File: src/rtl/lsst_pkg.sv
package lsst_pkg;

   localparam int MODE_W   = 2;
   localparam int KEY_W    = 16;
   localparam int DUR_W    = 32;
   localparam int TICK_W   = 32;
   localparam int SLOT_W   = 5;
   localparam int TOT_W    = 48;
   localparam int CNT_W    = 32;
   localparam int STATUS_W = 3;

   typedef enum logic [MODE_W-1:0] {
      MODE_RECORD    = 2'd0,
      MODE_READ_SECT = 2'd1,
      MODE_READ_TOP  = 2'd2,
      MODE_CLEAR     = 2'd3
   } mode_type;

   typedef enum logic [STATUS_W-1:0] {
      STAT_INVALID  = 3'd0,
      STAT_NEW      = 3'd1,
      STAT_EXISTING = 3'd2,
      STAT_DROPPED  = 3'd3,
      STAT_READOUT  = 3'd4
   } status_type;

   typedef struct packed {
      logic [MODE_W-1:0] mode;
      logic [KEY_W-1:0]  section_key;
      logic [DUR_W-1:0]  duration;
      logic              duration_valid;
      logic [TICK_W-1:0] sample_tick;
      logic [SLOT_W-1:0] slot_index;
   } req_type;

   typedef struct packed {
      logic [STATUS_W-1:0] status;
      logic                entry_valid;
      logic [KEY_W-1:0]    entry_key;
      logic [DUR_W-1:0]    min_duration;
      logic [DUR_W-1:0]    max_duration;
      logic [TOT_W-1:0]    total_duration;
      logic [CNT_W-1:0]    section_samples;
      logic [DUR_W-1:0]    top_duration;
      logic [TICK_W-1:0]   top_tick;
      logic [CNT_W-1:0]    total_samples;
      logic [CNT_W-1:0]    dropped_samples;
      logic [CNT_W-1:0]    invalid_samples;
   } rsp_type;

   typedef struct packed {
      logic [KEY_W-1:0] key;
      logic [DUR_W-1:0] min;
      logic [DUR_W-1:0] max;
      logic [TOT_W-1:0] total;
      logic [CNT_W-1:0] count;
   } sect_entry_type;

   typedef struct packed {
      logic             fire;
      logic             found;
      logic [KEY_W-1:0] key;
      logic [DUR_W-1:0] dur;
   } sect_cmd_type;

   typedef struct packed {
      logic [DUR_W-1:0]  dur;
      logic [KEY_W-1:0]  key;
      logic [TICK_W-1:0] tick;
   } top_entry_type;

   typedef struct packed {
      logic          fire;
      top_entry_type entry;
   } top_cmd_type;

   function automatic logic [CNT_W-1:0] sat_inc(input logic [CNT_W-1:0] v);
      return (v == '1) ? v : v + 1'b1;
   endfunction

endpackage

File: src/rtl/lsst_top_cell.sv
module lsst_top_cell (
   input  logic                    clock,
   input  lsst_pkg::top_cmd_type   cmd,
   input  logic                    live,
   input  logic                    prev_ge,
   input  lsst_pkg::top_entry_type prev_entry,
   output logic                    ge,
   output lsst_pkg::top_entry_type entry
);

   lsst_pkg::top_entry_type entry_ff;
   lsst_pkg::top_entry_type entry_in;

   assign ge    = live && (entry_ff.dur >= cmd.entry.dur);
   assign entry = entry_ff;

   always_comb begin
      entry_in = entry_ff;
      if (cmd.fire && !ge) begin
         entry_in = prev_ge ? cmd.entry : prev_entry;
      end
   end

   always_ff @(posedge clock) begin
      entry_ff <= entry_in;
   end

endmodule

File: config.mk
export PLATFORM = sky130hd
export DESIGN_NAME = lsst_top_cell
export DESIGN_NICKNAME = d
export VERILOG_FILES = /design/src/rtl/lsst_pkg.sv /design/src/rtl/lsst_top_cell.sv
export SDC_FILE = /design/constraint.sdc
export NUM_CORES = 1
export LEC_CHECK = 0
export BUFFER_PORTS_ARGS = -buffer_cell sky130_fd_sc_hd__clkbuf_2
export CORE_ASPECT_RATIO = 1.4
export CORE_MARGIN = 4
export CORE_UTILIZATION = 44
export DETAILED_ROUTE_END_ITERATION = 12
export GPL_TIMING_DRIVEN = 0
export PLACE_DENSITY_LB_ADDON = 0.3
export SLEW_MARGIN = 20
export SYNTH_ARGS = -nofsm -noshare
export SYNTH_HDL_FRONTEND = slang
export SYNTH_SLANG_ARGS = --single-unit
File: constraint.sdc
create_clock -name clock -period 5.1 [get_ports clock]
set_input_delay 0.765 -clock clock [delete_from_list [all_inputs] [get_ports clock]]
set_output_delay 0.765 -clock clock [all_outputs]
set_load 0.03 [all_outputs]
# Yosys cells after proc, flatten, opt, wreduce, memory -nomap -nowiden
# Cells that the tools add are included.
# Widths: inputs -> output; s select.
[word_totals]
inputBits = 164
mem_bits_ro = 0
n_memories = 0
regBits = 80
mem_bits_rw = 0
out_inout_bits = 81
elab_cells = 8
latch_bits = 0
[classes]
n_lt_le_gt_ge = 1
n_reduce_logical = 3
n_eq_ne = 0
multipliers = 0
addsub = 0
div = 0
bitwise_logic = 0
n_mux = 1
n_shift = 0
[op_table]
columns = ["operator", "n"]
rows = [
  ["$mux 80", 1],
  ["$ge 32x32->1", 1],
  ["$logic_and 1x1->1", 2],
  ["$logic_not 1->1", 1],
]

# Depth between registers and ports, before layout
[depth]
ltp_word = 4
depth_mapped = 7
ltp_nobuf = 7

# Worst setup path after synthesis
# Ideal clock, no wire load.
[synth_timing]
path_kind = "input to register"
start = "in cmd[48] (netlist name)"
end = "reg entry_ff (netlist bit entry[0]), enable pin"
n_path_buf = 0
required_ns = 4.652
setup_time_ns = 0.448
t_arrival_ns = 4.053
stages = 6
setup_slack_ns = 0.599
path_cell_list = "ha_1 > nand2b_4 > a2111o_1 > a311o_1 > o311ai_2 > and3_1"
[synth_between]
elab_chain_cells = 4
[synth_lines]
columns = ["element", "line_no", "text"]
rows = [
  ["start, declared", "lsst_top_cell.sv:3", "input lsst_pkg::top_cmd_type cmd,"],
  ["$ge 32x32->1", "lsst_top_cell.sv:14", "assign ge = live && (entry_ff.dur >= cmd.entry.dur);"],
  ["$logic_and 1x1->1", "lsst_top_cell.sv:14", ""],
  ["$logic_not 1->1", "lsst_top_cell.sv:19", "if (cmd.fire && !ge) begin"],
  ["$logic_and 1x1->1", "lsst_top_cell.sv:19", ""],
  ["end signal, assigned", "lsst_top_cell.sv:25", "entry_ff <= entry_in;"],
  ["end, declared", "lsst_top_cell.sv:11", "lsst_pkg::top_entry_type entry_ff;"],
]
# No other way between the ends.
# A chain may end at the register's enable or synchronous reset.

# Worst setup path after layout
[layout_timing]
start = "in cmd[48] (netlist name)"
end = "out ge"
[layout_between]
elab_chain_cells = 2
[layout_lines]
columns = ["element", "line_no", "text"]
rows = [
  ["$ge 32x32->1", "lsst_top_cell.sv:14", ""],
  ["$logic_and 1x1->1", "lsst_top_cell.sv:14", ""],
  ["end, declared", "lsst_top_cell.sv:7", "output logic ge,"],
]
# No other way between the ends.

==> results.py <==
metrics = {
    "placed_design": {
        "dp.final_hpwl_mm": 9.17,
        "routabilityCongestion": 0.739,
        "io_buffer_count": 243,
        "placement.cell_area_um2": 5530,
    },
    "setup_path": {
        "timing.critical_path.arrival_ns": 2.55,
        "regToRegStartpoint": "entry[48]$_DFFE_PP_",
        "worstPathCellList": "clkbuf_2 > ha_1 > nand2b_4 > a2111o_1 > a311o_1 > o311ai_2 > nand2_1 > clkbuf_2",
        "worst_r2r_path_depth": 8,
        "setup.reg_to_reg.worst_slack_ns": 2.05,
        "worst_setup_path_end_kind": "output port",
        "kind_of_start_point_of_the_critical_path": "input port",
        "timing.rr.end": "entry[46]$_DFFE_PP_",
        "crit_path_max_fanout": 2,
        "timing.critical_path.slowest_stage_cell": "sky130_fd_sc_hd__a2111o_1",
        "critPathKind": "in -> out",
        "crit_path_frequent_cell": "sky130_fd_sc_hd__clkbuf_2",
        "timing.critical_path.slowest_cell_delay_ns": 0.40,
        "worstPathRequired_ns": 4.34,
    },
    "final_layout": {
        "nets": 731,
        "synthToLayoutAreaGrowth_pct": 40.0,
        "largest_register_ff_count": 80,
        "fraction_of_layout_cells_with_a_size_suffix_above_1": 0.635,
        "antenna_cells": 0,
        "final_common_cell": "sky130_fd_sc_hd__clkbuf_2",
        "design_area_um2": 5820,
        "layout_common_cells": "sky130_fd_sc_hd__clkbuf_2, sky130_fd_sc_hd__mux2_2, sky130_fd_sc_hd__edfxtp_1",
    },
    "timing": {
        "rsz0062_at_grt": "no",
        "slew_violations": 0,
        "hold_viol": 0,
        "share_of_the_clock_period_used_by_the_worst_path": 0.650,
        "worst_pin_slew_ns": 0.620,
        "max_freq_ghz": 0.302,
        "setup_violations": 0,
        "max-slew-margin-rel": 0.587,
        "min_period_ns": 3.31,
        "timing.setup.tns_ns": 0,
        "worst_clock_skew_ns": 0.00529,
    },
    "worst_hold_path": {
        "timing.hold.worst.start": "prev_entry[55]",
        "hold_end": "entry[55]$_DFFE_PP_",
        "holdPathStages": 2,
        "hold_path_class": "in -> reg",
    },
    "routing": {
        "drt_iter0_drc": 69,
        "drt.antenna.violating_nets": 0,
        "drc_errors": 0,
        "dr_total_vias": 3216,
        "wirelength_mm": 11.2,
        "routed_wire_length_per_instance_um": 17.3,
        "viasPerCell": 4.98,
        "first_pass_iters": 4,
    },
    "clock_network": {
        "clkSinkCount": 80,
        "cts.hold.buffers_added": 0,
        "cts_buffers": 9,
        "cts_max_path_buffers": 2,
        "cts.reportedPaths.clkPinSlew_ns": 0.06,
        "clock_latency_at_the_later_pin_of_the_worst_skew_pair_ns": 0.33,
        "cts_repair_resize_count": 0,
        "clock_tree_from_tritoncts": "yes",
        "cts_root_buffer": "sky130_fd_sc_hd__clkbuf_16",
        "htreeDepth": 3,
        "cts_setup_buffers": 0,
    },
    "run_status": {
        "run_status": "complete, no violations",
    },
    "logic_synthesis": {
        "synth_nets": 476,
        "synthesis.yosys.warnings": 0,
        "synth.lib_cells_used.distinct": 25,
        "synthesis.instances": 280,
        "synth.yosys.seq_area_share": 0.578,
        "synth-seq-cells": 80,
        "synthesis.area_per_instance_um2": 14.9,
        "mappedNetlistArea_um2": 4160,
    },
    "floorplanning": {
        "design.die.area_um2": 11100,
        "initial_utilization": 0.455,
        "core_region_area_um2": 9130,
        "chipHeight_um": 123,
        "ios": 245,
        "die_width_um": 90.2,
        "std_cell_rows": 41,
    },
    "global_route": {
        "global_route_wire_length_before_repair_mm": 17.1,
        "antenna_found_initial": 1,
        "groute.usage.overall": 0.200,
        "grt_overflow": 0,
        "first_global_vias": 3487,
        "maximum_number_of_pins_on_one_net_before_global_route_repair": 43,
    },
    "flow_run": {
        "cap_viol_max_count": 0,
    },
    "power": {
        "total_leakage_power_nw": 2.78,
        "p_total_mw": 1.82,
        "max_vdd_drop_uv": 207,
        "powerDensity_nw_per_um2": 312,
    },
}
==> critical path: cells and delay by family <==
family	cells	cell delay (ns)
buffers and inverters	2	0.28
AND/OR/NAND/NOR	2	0.23
AO/OA/AOI/OAI	3	1.00
adder cells (fa/ha/maj)	1	0.28
==> cells in the mapped netlist <==
library cell	count	area (um2)
sky130_fd_sc_hd__nor2_1	1	3.75
sky130_fd_sc_hd__clkbuf_1	9	33.8
sky130_fd_sc_hd__edfxtp_1	80	2400
sky130_fd_sc_hd__a21boi_0	1	7.51
sky130_fd_sc_hd__a211oi_1	1	7.51
sky130_fd_sc_hd__nand2b_1	1	6.26
sky130_fd_sc_hd__and3_1	1	6.26
sky130_fd_sc_hd__and2_1	2	12.5
sky130_fd_sc_hd__mux2_2	80	901
sky130_fd_sc_hd__a221o_1	2	20.0
sky130_fd_sc_hd__nand2b_4	1	13.8
sky130_fd_sc_hd__and4_1	3	26.3
sky130_fd_sc_hd__nor3_1	1	5.00
sky130_fd_sc_hd__o311ai_2	1	16.3
sky130_fd_sc_hd__a21oi_1	10	50.1
sky130_fd_sc_hd__a22oi_1	1	7.51
sky130_fd_sc_hd__inv_1	32	120
sky130_fd_sc_hd__o21ai_0	3	15.0
sky130_fd_sc_hd__nand3_1	6	30.0
sky130_fd_sc_hd__a21o_1	2	15.0
sky130_fd_sc_hd__nand2_1	5	18.8
sky130_fd_sc_hd__ha_1	32	400
sky130_fd_sc_hd__a2111o_1	1	11.3
sky130_fd_sc_hd__a311o_1	1	10.0
sky130_fd_sc_hd__nand4_1	3	18.8
==> cells by family (layout without fill, tap and decap cells) <==
| group | after synthesis | count (layout) | share of synthesized area |
|---|---|---|---|
| simple gates | 24 | 24 | 0.0340 |
| buf+inv | 41 | 300 | 0.0370 |
| flops | 80 | 80 | 0.578 |
| mux | 80 | 80 | 0.217 |
| compound gates | 23 | 23 | 0.0385 |
| fa+ha+maj | 32 | 32 | 0.0963 |
==> metal layers <==
metal	vias to the layer above	global-route usage	wire, um
li1	1567	-	-
met1	1487	0.198	3850
met2	148	0.379	6170
met3	12	0.0736	1020
met4	2	0.0757	146
met5	-	0	13
==> where the power goes <==
group / total [mW] / internal, mW / leakage (nW) / switching, mW
registers: 0.814 / 0.794 / 0.770 / 0.0198
clock network: 0.621 / 0.374 / 0.141 / 0.246
logic: 0.384 / 0.156 / 1.87 / 0.228
total: 1.82 / 1.32 / 2.78 / 0.494
==> per-stage QoR <==
step	std cells	hold slack [ns]	setup slack (ns)	utilization
after floorplan	280	0.985	0.599	-
after global placement	630	1.07	-0.344	0.603
after detailed placement	631	1.07	1.55	0.606
after CTS	646	0.724	1.77	0.637
after global routing	646	0.725	1.69	0.637
final	646	0.738	1.79	0.637
==> worst max path at each step <==
stage,start,to,slack (ns),cells after the start
after CTS,cmd[48],ge,1.77,8
after global routing,cmd[48],ge,1.69,8
after detailed placement,cmd[48],entry[29]$_DFFE_PP_,1.55,8
after global placement,cmd[48],entry[2]$_DFFE_PP_,-0.34,7
after floorplan,cmd[48],entry[0]$_DFFE_PP_,0.60,6
final,cmd[48],ge,1.79,8
==> cell type report <==
cell class              count  area [um2]
well taps                 107         134
clock inverters             6        61.3
clock buffers               9         225
flip-flops and latches     80        2400
plain buffers               9        33.8
multi-input cells         159        1610
fillers                   725        3310
repair buffers            244        1240
inverters                  32         120
(Power assumes the default switching activity.)
