File: config.mk
export PLATFORM = sky130hd
export DESIGN_NAME = lsst_sect_cell
export DESIGN_NICKNAME = d
export VERILOG_FILES = /design/src/rtl/lsst_pkg.sv /design/src/rtl/lsst_sect_cell.sv
export SDC_FILE = /design/constraint.sdc
export NUM_CORES = 1
export LEC_CHECK = 0
export ABC_AREA = 0
export BUFFER_PORTS_ARGS = -buffer_cell sky130_fd_sc_hd__buf_2
export CAP_MARGIN = 30
export CORE_MARGIN = 8
export CORE_UTILIZATION = 40
export DETAILED_ROUTE_END_ITERATION = 10
export GPL_TIMING_DRIVEN = 1
export SLEW_MARGIN = 40
export SYNTH_ARGS = -nofsm -noshare
export SYNTH_HDL_FRONTEND = slang
export SYNTH_SLANG_ARGS = --single-unit
File: constraint.sdc
create_clock -name clock -period 7.8 [get_ports clock]
set_input_delay 1.17 -clock clock [delete_from_list [all_inputs] [get_ports clock]]
set_output_delay 1.17 -clock clock [all_outputs]
set_load 0.005 [all_outputs]
File: src/rtl/lsst_pkg.sv
package lsst_pkg;

   localparam int MODE_W   = 2;
   localparam int KEY_W    = 16;
   localparam int DUR_W    = 32;
   localparam int TICK_W   = 32;
   localparam int SLOT_W   = 5;
   localparam int TOT_W    = 48;
   localparam int CNT_W    = 32;
   localparam int STATUS_W = 3;

   typedef enum logic [MODE_W-1:0] {
      MODE_RECORD    = 2'd0,
      MODE_READ_SECT = 2'd1,
      MODE_READ_TOP  = 2'd2,
      MODE_CLEAR     = 2'd3
   } mode_type;

   typedef enum logic [STATUS_W-1:0] {
      STAT_INVALID  = 3'd0,
      STAT_NEW      = 3'd1,
      STAT_EXISTING = 3'd2,
      STAT_DROPPED  = 3'd3,
      STAT_READOUT  = 3'd4
   } status_type;

   typedef struct packed {
      logic [MODE_W-1:0] mode;
      logic [KEY_W-1:0]  section_key;
      logic [DUR_W-1:0]  duration;
      logic              duration_valid;
      logic [TICK_W-1:0] sample_tick;
      logic [SLOT_W-1:0] slot_index;
   } req_type;

   typedef struct packed {
      logic [STATUS_W-1:0] status;
      logic                entry_valid;
      logic [KEY_W-1:0]    entry_key;
      logic [DUR_W-1:0]    min_duration;
      logic [DUR_W-1:0]    max_duration;
      logic [TOT_W-1:0]    total_duration;
      logic [CNT_W-1:0]    section_samples;
      logic [DUR_W-1:0]    top_duration;
      logic [TICK_W-1:0]   top_tick;
      logic [CNT_W-1:0]    total_samples;
      logic [CNT_W-1:0]    dropped_samples;
      logic [CNT_W-1:0]    invalid_samples;
   } rsp_type;

   typedef struct packed {
      logic [KEY_W-1:0] key;
      logic [DUR_W-1:0] min;
      logic [DUR_W-1:0] max;
      logic [TOT_W-1:0] total;
      logic [CNT_W-1:0] count;
   } sect_entry_type;

   typedef struct packed {
      logic             fire;
      logic             found;
      logic [KEY_W-1:0] key;
      logic [DUR_W-1:0] dur;
   } sect_cmd_type;

   typedef struct packed {
      logic [DUR_W-1:0]  dur;
      logic [KEY_W-1:0]  key;
      logic [TICK_W-1:0] tick;
   } top_entry_type;

   typedef struct packed {
      logic          fire;
      top_entry_type entry;
   } top_cmd_type;

   function automatic logic [CNT_W-1:0] sat_inc(input logic [CNT_W-1:0] v);
      return (v == '1) ? v : v + 1'b1;
   endfunction

endpackage

File: src/rtl/lsst_sect_cell.sv
module lsst_sect_cell (
   input  logic                     clock,
   input  lsst_pkg::sect_cmd_type   cmd,
   input  logic                     live,
   input  logic                     next,
   output logic                     match,
   output lsst_pkg::sect_entry_type entry
);

   lsst_pkg::sect_entry_type entry_ff;
   lsst_pkg::sect_entry_type entry_in;
   logic [lsst_pkg::TOT_W:0] sum;

   assign match = live && (entry_ff.key == cmd.key);
   assign entry = entry_ff;
   assign sum   = {1'b0, entry_ff.total} + (lsst_pkg::TOT_W+1)'(cmd.dur);

   always_comb begin
      entry_in = entry_ff;
      if (cmd.fire && match) begin
         if (cmd.dur < entry_ff.min) entry_in.min = cmd.dur;
         if (cmd.dur > entry_ff.max) entry_in.max = cmd.dur;
         entry_in.total = sum[lsst_pkg::TOT_W] ? '1 : sum[lsst_pkg::TOT_W-1:0];
         entry_in.count = lsst_pkg::sat_inc(entry_ff.count);
      end else if (cmd.fire && next && !cmd.found) begin
         entry_in.key   = cmd.key;
         entry_in.min   = cmd.dur;
         entry_in.max   = cmd.dur;
         entry_in.total = lsst_pkg::TOT_W'(cmd.dur);
         entry_in.count = lsst_pkg::CNT_W'(1);
      end
   end

   always_ff @(posedge clock) begin
      entry_ff <= entry_in;
   end

endmodule

* Word-level counts from Yosys, hierarchy flattened
Index checks and enable logic that the tools add are counted.
Operators by class: $add $sub $neg 2, order comparisons 2, eq/ne operators 5, multiplexer cells 6, bitwise logic cells 1, reductions and logical operators 10
Operators by type and width (count):
- 144-bit 2-to-1 mux | 2
- 32-bit 2-to-1 mux | 3
- 48-bit by 32-bit adder with 49-bit output | 1
- 48-bit 2-to-1 mux | 1
- 32-bit by 1-bit adder with 32-bit output (second input constant) | 1
- 32-bit equality test (second input constant) | 1
- 32-bit greater-than comparator | 1
- 32-bit less-than comparator | 1
- 16-bit equality test | 1
- 2-bit AND reduction | 4
- 1-bit logical AND | 4
- 2-bit by 1-bit != test with 1-bit output (second input constant) | 2
- 2-bit != test (second input constant) | 1
- 2-bit nonzero test | 1
- 1-bit logical NOT | 1
- 1-bit inverter | 1
Word-level totals: register bits 160, input port bits 53, output and inout bits 161, logic and storage cells 31

* Depth between registers and ports, before layout
Gate-level depths: netlist of the first run.
depth after elaboration 5, gate-level depth with buffers 12, depth with buffers taken out 11

* Least setup slack after synthesis of the first run
No wires, ideal clock.
kind in2reg, start input cmd[45] (netlist bit), end register entry_ff (netlist bit entry[112]), enable pin, library setup time 428 ps, arrival 4103 ps, required time 7372 ps, path slack 3269 ps, stages on the path 8, buffers on the path 0, cells stage by stage xor2_1 > nor4_1 > nand4_1 > nor4_2 > nand2_1 > nor2_1 > o221ai_1 > o21bai_1
Between the ends: cells in the longest elaborated chain, start to end 5, elaborated cells between the ends (all ways) 6, classes of those cells eq/ne (2); reduce/logical (4)
RTL lines:
- from (decl) | line lsst_sect_cell.sv:3 | input lsst_pkg::sect_cmd_type cmd,
- 16-bit equality test (*) | line lsst_sect_cell.sv:14 | assign match = live && (entry_ff.key == cmd.key);
- 1-bit logical AND (*) | line lsst_sect_cell.sv:14
- via match | line lsst_sect_cell.sv:6 | output logic match,
- 1-bit logical AND (*) | line lsst_sect_cell.sv:20 | if (cmd.fire && match) begin
- 2-bit by 1-bit != test with 1-bit output (no source line) or 2-bit nonzero test (tied branches)
- 2-bit AND reduction (no source line) (*)
- to (signal assigned) | line lsst_sect_cell.sv:35 | entry_ff <= entry_in;
- to (decl) | line lsst_sect_cell.sv:10 | lsst_pkg::sect_entry_type entry_ff;
Mark *: on every way through the listed nets, which the timed path passes. The rest lies on a longest branch. A chain may end at the register's enable or synchronous reset.

* Worst setup path after layout of the first run
start input cmd[45] (netlist bit), end register entry_ff (netlist bit entry[97]), enable pin
Between the ends: cells in the longest elaborated chain, start to end 5, elaborated cells between the ends (all ways) 6, classes of those cells eq/ne (2); reduce/logical (4)
RTL lines (line):
- 16-bit equality test (*) | lsst_sect_cell.sv:14
- 1-bit logical AND (*) | lsst_sect_cell.sv:14
- 1-bit logical AND (*) | lsst_sect_cell.sv:20
- 2-bit by 1-bit != test with 1-bit output (no source line) or 2-bit nonzero test (tied branches)
- 2-bit AND reduction (no source line) (*)
Every way passes the cells marked *; elsewhere a longest branch is shown, timed or not.

==> results.sh, run 1 <==
export IMPL_post_cts_resized=0
export IMPL_timing_final_crit_period_ns=4.14
export IMPL_instances_no_fill=1483
export IMPL_cts_htree_levels=4
export IMPL_grt_max_degree=51
export IMPL_clk_pin_slew_ns=0.08
export IMPL_vias=7824
export IMPL_ys_ff_latch=160
export IMPL_nFillCells=2307
export IMPL_synth_flop_cell="edfxtp_1"
export IMPL_final_cell_mix="213 x buf_2, 160 x edfxtp_1, 97 x nor2_1"
export IMPL_syn_inst=931
export IMPL_leakagePower_nw=5.16
export IMPL_skew_ns=0.0155
export IMPL_cts_setup_buffers=0
export IMPL_cts_tree="built"
export IMPL_synth_edff_count=160
export IMPL_synth_compound_gate_area_share_pct=13.8
export IMPL_io_buffers=213
export IMPL_die_area_sq_um=30000
export IMPL_diodes=0
export IMPL_pre_cts_slack_ns=3.20
export IMPL_drv_cap=0
export IMPL_ios=214
export IMPL_drtIter0Drc=422
export IMPL_viasPerCell=5.28
export IMPL_synthMuxAreaShare_pct=0.202
export IMPL_rows=57
export IMPL_core_sq_um=24300
export IMPL_timing_fmax_mhz=242
export IMPL_synth_cell_area_sq_um=9900
export IMPL_cp_data_arrival_time_ns=4.25
export IMPL_tightest_slew_ns=0.739
export IMPL_ir_drop_mv=0.118
export IMPL_setup_viol=0
export IMPL_rsz0062_at_grt="no"
export IMPL_ys_types=63
export IMPL_avgSynthCellArea_sq_um=10.6
export IMPL_grt_pass1_vias=7970
export IMPL_drc=0
export IMPL_status="finished, final reports clean"
export IMPL_overflow=0
export IMPL_antenna_found_initial=0
export IMPL_cts_made_buffers=17
export IMPL_post_place_cells=1451
export IMPL_slew_headroom_pct=50.8
export IMPL_synth_top_family_by_area="simple AND/OR/NAND/NOR gates"
export IMPL_wl_mm=27.8
export IMPL_layout_commonest_cell="buf_2"
export IMPL_cp_required_ns=7.91
export IMPL_firstDrtPassIters=5
export IMPL_grt_usage_pct=18.3
export IMPL_initial_core_util_pct=40.7
export IMPL_setup_slack_ns=3.66
export IMPL_cp_start_kind="input port"
export IMPL_largest_register_ffs=160
export IMPL_fin_setup_tns_ns=0
export IMPL_end_kind="register"
export IMPL_routabilityCongestion=0.851
export IMPL_drive_gt1_share_pct=23.9
export IMPL_die_x_um=173
export IMPL_synth_fa_ha_area_share_pct=12.3
export IMPL_cts_sinks=160
export IMPL_yosys_area_share_xor_xnor_pct=6.99
export IMPL_grt_pass1_wl_mm=44.2
export IMPL_synth_warnings=0
export IMPL_cellPowerDensity_nw_per_um2=182
export IMPL_slew_viol_final=0
export IMPL_ant_nets=0
export IMPL_cp_max_fo=17
export IMPL_synthSimpleGateAreaFrac_pct=14.4
export IMPL_hold_class="reg -> reg"
export IMPL_hold_viol_final=0
export IMPL_syn_to_final_growth_pct=20.6
export IMPL_finalCritPeriodShare_pct=53.1
export IMPL_clkLatencyLatePin_ns=0.44
export IMPL_fin_nets=1296
export IMPL_syn_num_nets=1081
export IMPL_root_buffer="clkbuf_16"
export IMPL_die_h_um=173
export IMPL_critPathKind="in -> reg"
export IMPL_async_flop_share_pct=0
export IMPL_power_total_mw=2.17
export IMPL_hpwl_mm=20.9
export IMPL_clock_path_buffers=2
export IMPL_wl_per_cell_um=18.8
export IMPL_yosysSeqAreaShare_pct=48.6
export IMPL_ctsHoldBuffers=0
critical path, stage by stage:
cell and delay, ns:
buf_2 0.11, xor2_1 0.15, nor4_1 0.35, nand4_1 0.23, nor4_2 0.62, and2_1 0.21, buf_4 0.23, o41a_1 0.18
a21o_1 0.60, buf_4 0.38
metrics by stage:
step / hold WS, ns / cell area [sq um] / util (%)
global placement: 0.614 / 11300 / 46.6
detailed placement: 0.629 / 11400 / 46.7
global route: 0.672 / 11900 / 49.1
floorplan: 0.617 / 9900 / -
finish: 0.643 / 11900 / 49.1
CTS: 0.651 / 11900 / 49.1
report_power, final:
group | total, mW | leakage [nW] | switching (mW) | internal [mW]
registers | 1.01 | 1.48 | 0.0242 | 0.982
logic | 0.339 | 3.41 | 0.197 | 0.142
clock network | 0.823 | 0.272 | 0.399 | 0.424
total | 2.17 | 5.16 | 0.620 | 1.55
layout make-up:
type / count / area (sq um) / share of cell area (%)
clock buffer: 17 / 425 / 3.56
sequential: 160 / 4800 / 40.3
clock inverter: 15 / 145 / 1.22
tap: 324 / 405 / 3.40
multi-input combinational: 678 / 4760 / 39.9
timing repair buffer: 220 / 1140 / 9.54
inverter: 69 / 259 / 2.17
cell usage after synthesis (all sizes together), types with 2 or more instances:
library cell  number  area [sq um]
a211o              3          26.3
a221oi             3          32.5
or2                4          25.0
and4               3          28.8
nand2b             3          18.8
a21o              41           308
o21bai             2          15.0
nand2             59           224
nor3              12          65.1
ha                96          1200
and3              19           119
o211a              3          30.0
nand3             22           110
a31oi             20           125
nor2b              8          50.1
mux2i              2          20.0
or3                4          25.0
o21a               6          45.0
xor2              48           420
and2               6          37.5
nor3b              2          15.0
clkbuf            17          63.8
edfxtp           160          4800
a211oi             4          30.0
a21oi             72           364
buf                7          42.5
nand3b             5          37.5
nand4             27           169
o221ai             5          43.8
nor2             100           394
a2111oi            3          26.3
xnor2             31           272
o21ai             39           199
nor4               7          56.3
inv               69           259
a21boi             2          15.0
o211ai             5          42.5
o31ai              2          15.0
kinds of logic after synthesis:
family | Yosys count
flip-flops | 160
AO/OA/AOI/OAI | 215
buffers and inverters | 93
XOR/XNOR | 79
adder cells (fa/ha/maj) | 97
multiplexers | 2
AND/OR/NAND/NOR | 285
routing by layer:
layer | vias up | global-route usage (%) | routed length [um]
met2 | 219 | 28.7 | 12500
met5 | - | 0 | 0
met1 | 3711 | 23.9 | 12900
met4 | 0 | 4.53 | 419
li1 | 3867 | - | -
met3 | 27 | 6.16 | 2010
worst paths after layout:
| kind | startpoint | cells after the start | endpoint | slack, ns |
|---|---|---|---|---|
| worst min register to register | entry[15]$_SDFFCE_PN0P_ | 2 | entry[15]$_SDFFCE_PN0P_ | 0.64 |
| worst min-delay path | entry[15]$_SDFFCE_PN0P_ | 2 | entry[15]$_SDFFCE_PN0P_ | 0.64 |
| worst max-delay path | cmd[45] | 10 | entry[97]$_DFFE_PP_ | 3.66 |
| worst max register to register | entry[157]$_DFFE_PP_ | 9 | entry[97]$_DFFE_PP_ | 4.10 |
(Power assumes the default switching activity.)
==> run 2: changes to the inputs <==
Settings changed: ABC_AREA 0 to 1.
Clock period 7.8 ns to 4.3 ns, I/O delays scaled along.
==> results.sh, run 2 <==
export IMPL_final_cell_mix="514 x nand2_1, 327 x inv_1, 213 x buf_2"
export IMPL_viasPerCell=4.88
export IMPL_drv_cap=0
export IMPL_clkLatencyLatePin_ns=0.43
export IMPL_ios=214
export IMPL_syn_inst=1638
export IMPL_largest_register_ffs=160
export IMPL_timing_final_crit_period_ns=2.76
export IMPL_crit_chain="xnor2_1, nand4_1, nor2_1, nand4_1, nor2_1, nand2_1, nand2_1, buf_4"
export IMPL_cp_max_fo=24
export IMPL_routabilityCongestion=0.942
export IMPL_synth_area_leaders="edfxtp_1 40%, nand2_1 16%, inv_1 10%, ha_1 10%, nor2_1 5.5%"
export IMPL_synthTopCellsByCount="514 x nand2_1, 327 x inv_1, 177 x nor2_1"
export IMPL_syn_num_nets=1788
export IMPL_synth_most_common_cell="nand2_1"
export IMPL_grt_pass1_wl_mm=57.7
export IMPL_setup_slack_ns=1.54
export IMPL_grt_usage_pct=19.9
export IMPL_antenna_found_initial=2
export IMPL_die_x_um=190
export IMPL_slew_headroom_pct=47.7
export IMPL_drive_gt1_share_pct=15.4
export IMPL_cp_num_buf_inv=1
export IMPL_drc=0
export IMPL_r2r_start="entry[148]$_DFFE_PP_"
export IMPL_cellPowerDensity_nw_per_um2=292
export IMPL_max_stage_delay_ns=0.40
export IMPL_clk_pin_slew_ns=0.07
export IMPL_layout_commonest_cell="nand2_1"
export IMPL_io_buffers=213
export IMPL_yosysSeqAreaShare_pct=39.8
export IMPL_hold_viol_final=0
export IMPL_finalCritPeriodShare_pct=64.2
export IMPL_power_total_mw=4.15
export IMPL_initial_core_util_pct=40.6
export IMPL_post_cts_resized=0
export IMPL_vias=11064
export IMPL_nFillCells=2995
export IMPL_root_buffer="clkbuf_16"
export IMPL_rrSetupSlack_ns=1.54
export IMPL_instances_no_fill=2267
export IMPL_cts_sinks=160
export IMPL_fin_nets=2015
export IMPL_die_h_um=190
export IMPL_cp_required_ns=4.39
export IMPL_overflow=0
export IMPL_cts_setup_buffers=0
export IMPL_ys_types=43
export IMPL_post_place_cells=2236
export IMPL_timing_fmax_mhz=362
export IMPL_cp_data_arrival_time_ns=2.85
export IMPL_worstReg2RegEnd="entry[137]$_DFFE_PP_"
export IMPL_avgSynthCellArea_sq_um=7.37
export IMPL_critPathKind="reg -> reg"
export IMPL_cts_made_buffers=17
export IMPL_crit_end="entry[137]$_DFFE_PP_"
export IMPL_setup_viol=0
export IMPL_cp_start_kind="register"
export IMPL_synth_edff_count=160
export IMPL_ir_drop_mv=0.176
export IMPL_clock_path_buffers=2
export IMPL_yosysTopAreaCell="edfxtp_1"
export IMPL_ant_nets=0
export IMPL_tightest_slew_ns=0.778
export IMPL_wl_per_cell_um=15.9
export IMPL_hpwl_mm=29.3
export IMPL_pre_cts_slack_ns=1.05
export IMPL_rsz0062_at_grt="no"
export IMPL_synth_cell_area_sq_um=12100
export IMPL_async_flop_share_pct=0
export IMPL_synth_compound_gate_area_share_pct=5.58
export IMPL_end_kind="register"
export IMPL_wl_mm=36.2
export IMPL_die_area_sq_um=36000
export IMPL_synth_top_family_by_area="simple AND/OR/NAND/NOR gates"
export IMPL_cp_slowest_cell="edfxtp_1"
export IMPL_ys_ff_latch=160
export IMPL_core_sq_um=29700
export IMPL_rows=63
export IMPL_cts_tree="built"
export IMPL_yosys_area_share_xor_xnor_pct=2.39
export IMPL_synthSimpleGateAreaFrac_pct=31.1
export IMPL_synth_fa_ha_area_share_pct=10.1
export IMPL_skew_ns=0.0157
export IMPL_r2r_cells=8
export IMPL_syn_to_final_growth_pct=17.8
export IMPL_synth_top_area_share_pct=39.8
export IMPL_diodes=0
export IMPL_hold_class="in -> reg"
export IMPL_path_delay_family="simple AND/OR/NAND/NOR gates"
export IMPL_firstDrtPassIters=5
export IMPL_fin_setup_tns_ns=0
export IMPL_grt_pass1_vias=10919
export IMPL_synth_warnings=0
export IMPL_slew_viol_final=0
export IMPL_drtIter0Drc=515
export IMPL_grt_max_degree=51
export IMPL_synthMuxAreaShare_pct=0
export IMPL_startpoint="entry[148]$_DFFE_PP_"
export IMPL_ctsHoldBuffers=0
export IMPL_status="finished, final reports clean"
export IMPL_cp_depth=8
export IMPL_synth_flop_cell="edfxtp_1"
export IMPL_cts_htree_levels=4
export IMPL_leakagePower_nw=7.36
[run 2: per-layer routing]
metal  GRT usage, %  up-vias  share of wire [%]
li1               -     5686                  -
met1           26.4     5002                 46
met2           31.9      346                 44
met3           6.02       26                8.4
met4           3.85        4                1.1
met5              0        -              0.058
[run 2: logic make-up after synthesis]
logic type,Yosys count
and+or+nand+nor,879
buffers and inverters,342
DFF,160
AOI/OAI and AO/OA,127
adders and majority gates,97
xor gates and xnor gates,33
[run 2: layout make-up]
type                    count  area, sq um  area share [%]
multi-input cells        1136         5960            41.9
flip-flops and latches    160         4800            33.8
inverters                 329         1240            8.70
repair buffers            221         1150            8.06
well taps                 390          488            3.43
clock buffers              17          425            2.99
clock inverters            14          159            1.12
[run 2: how the worst min path moves through the flow]
stage          slack, ns                    from                endpoint  depth (start not counted)
3_3_place_gp        0.63  entry[0]$_SDFFCE_PN1P_  entry[0]$_SDFFCE_PN1P_                          1
4_1_cts             0.39                 cmd[35]    entry[147]$_DFFE_PP_                          1
3_5_place_dp        0.63  entry[0]$_SDFFCE_PN1P_  entry[0]$_SDFFCE_PN1P_                          1
5_1_grt             0.39                 cmd[35]    entry[147]$_DFFE_PP_                          1
2_1_floorplan       0.60  entry[0]$_SDFFCE_PN1P_  entry[0]$_SDFFCE_PN1P_                          1
6_report            0.41                 cmd[35]    entry[147]$_DFFE_PP_                          1
[run 2: power breakdown]
part / internal, mW / leakage, nW / switching [mW]
Combinational: 0.265 / 5.60 / 0.479
Clock: 0.866 / 0.281 / 0.710
Sequential: 1.78 / 1.48 / 0.0446
[run 2: worst reg2reg max path, delay by kind of cell, from the launching register on]
kind                      cells  cell delay, ns
and+or+nand+nor               6            1.27
DFF                           1            0.40
buffers and inverters         1            0.40
xor gates and xnor gates      1            0.34
[run 2: through the flow]
stage | hold slack, ns | cell area (sq um) | util [%]
after global placement | 0.630 | 13600 | 45.8
after floorplan | 0.603 | 12100 | -
after detailed placement | 0.634 | 13600 | 45.9
after global routing | 0.394 | 14200 | 47.8
final | 0.407 | 14200 | 47.8
after CTS | 0.394 | 14200 | 47.8
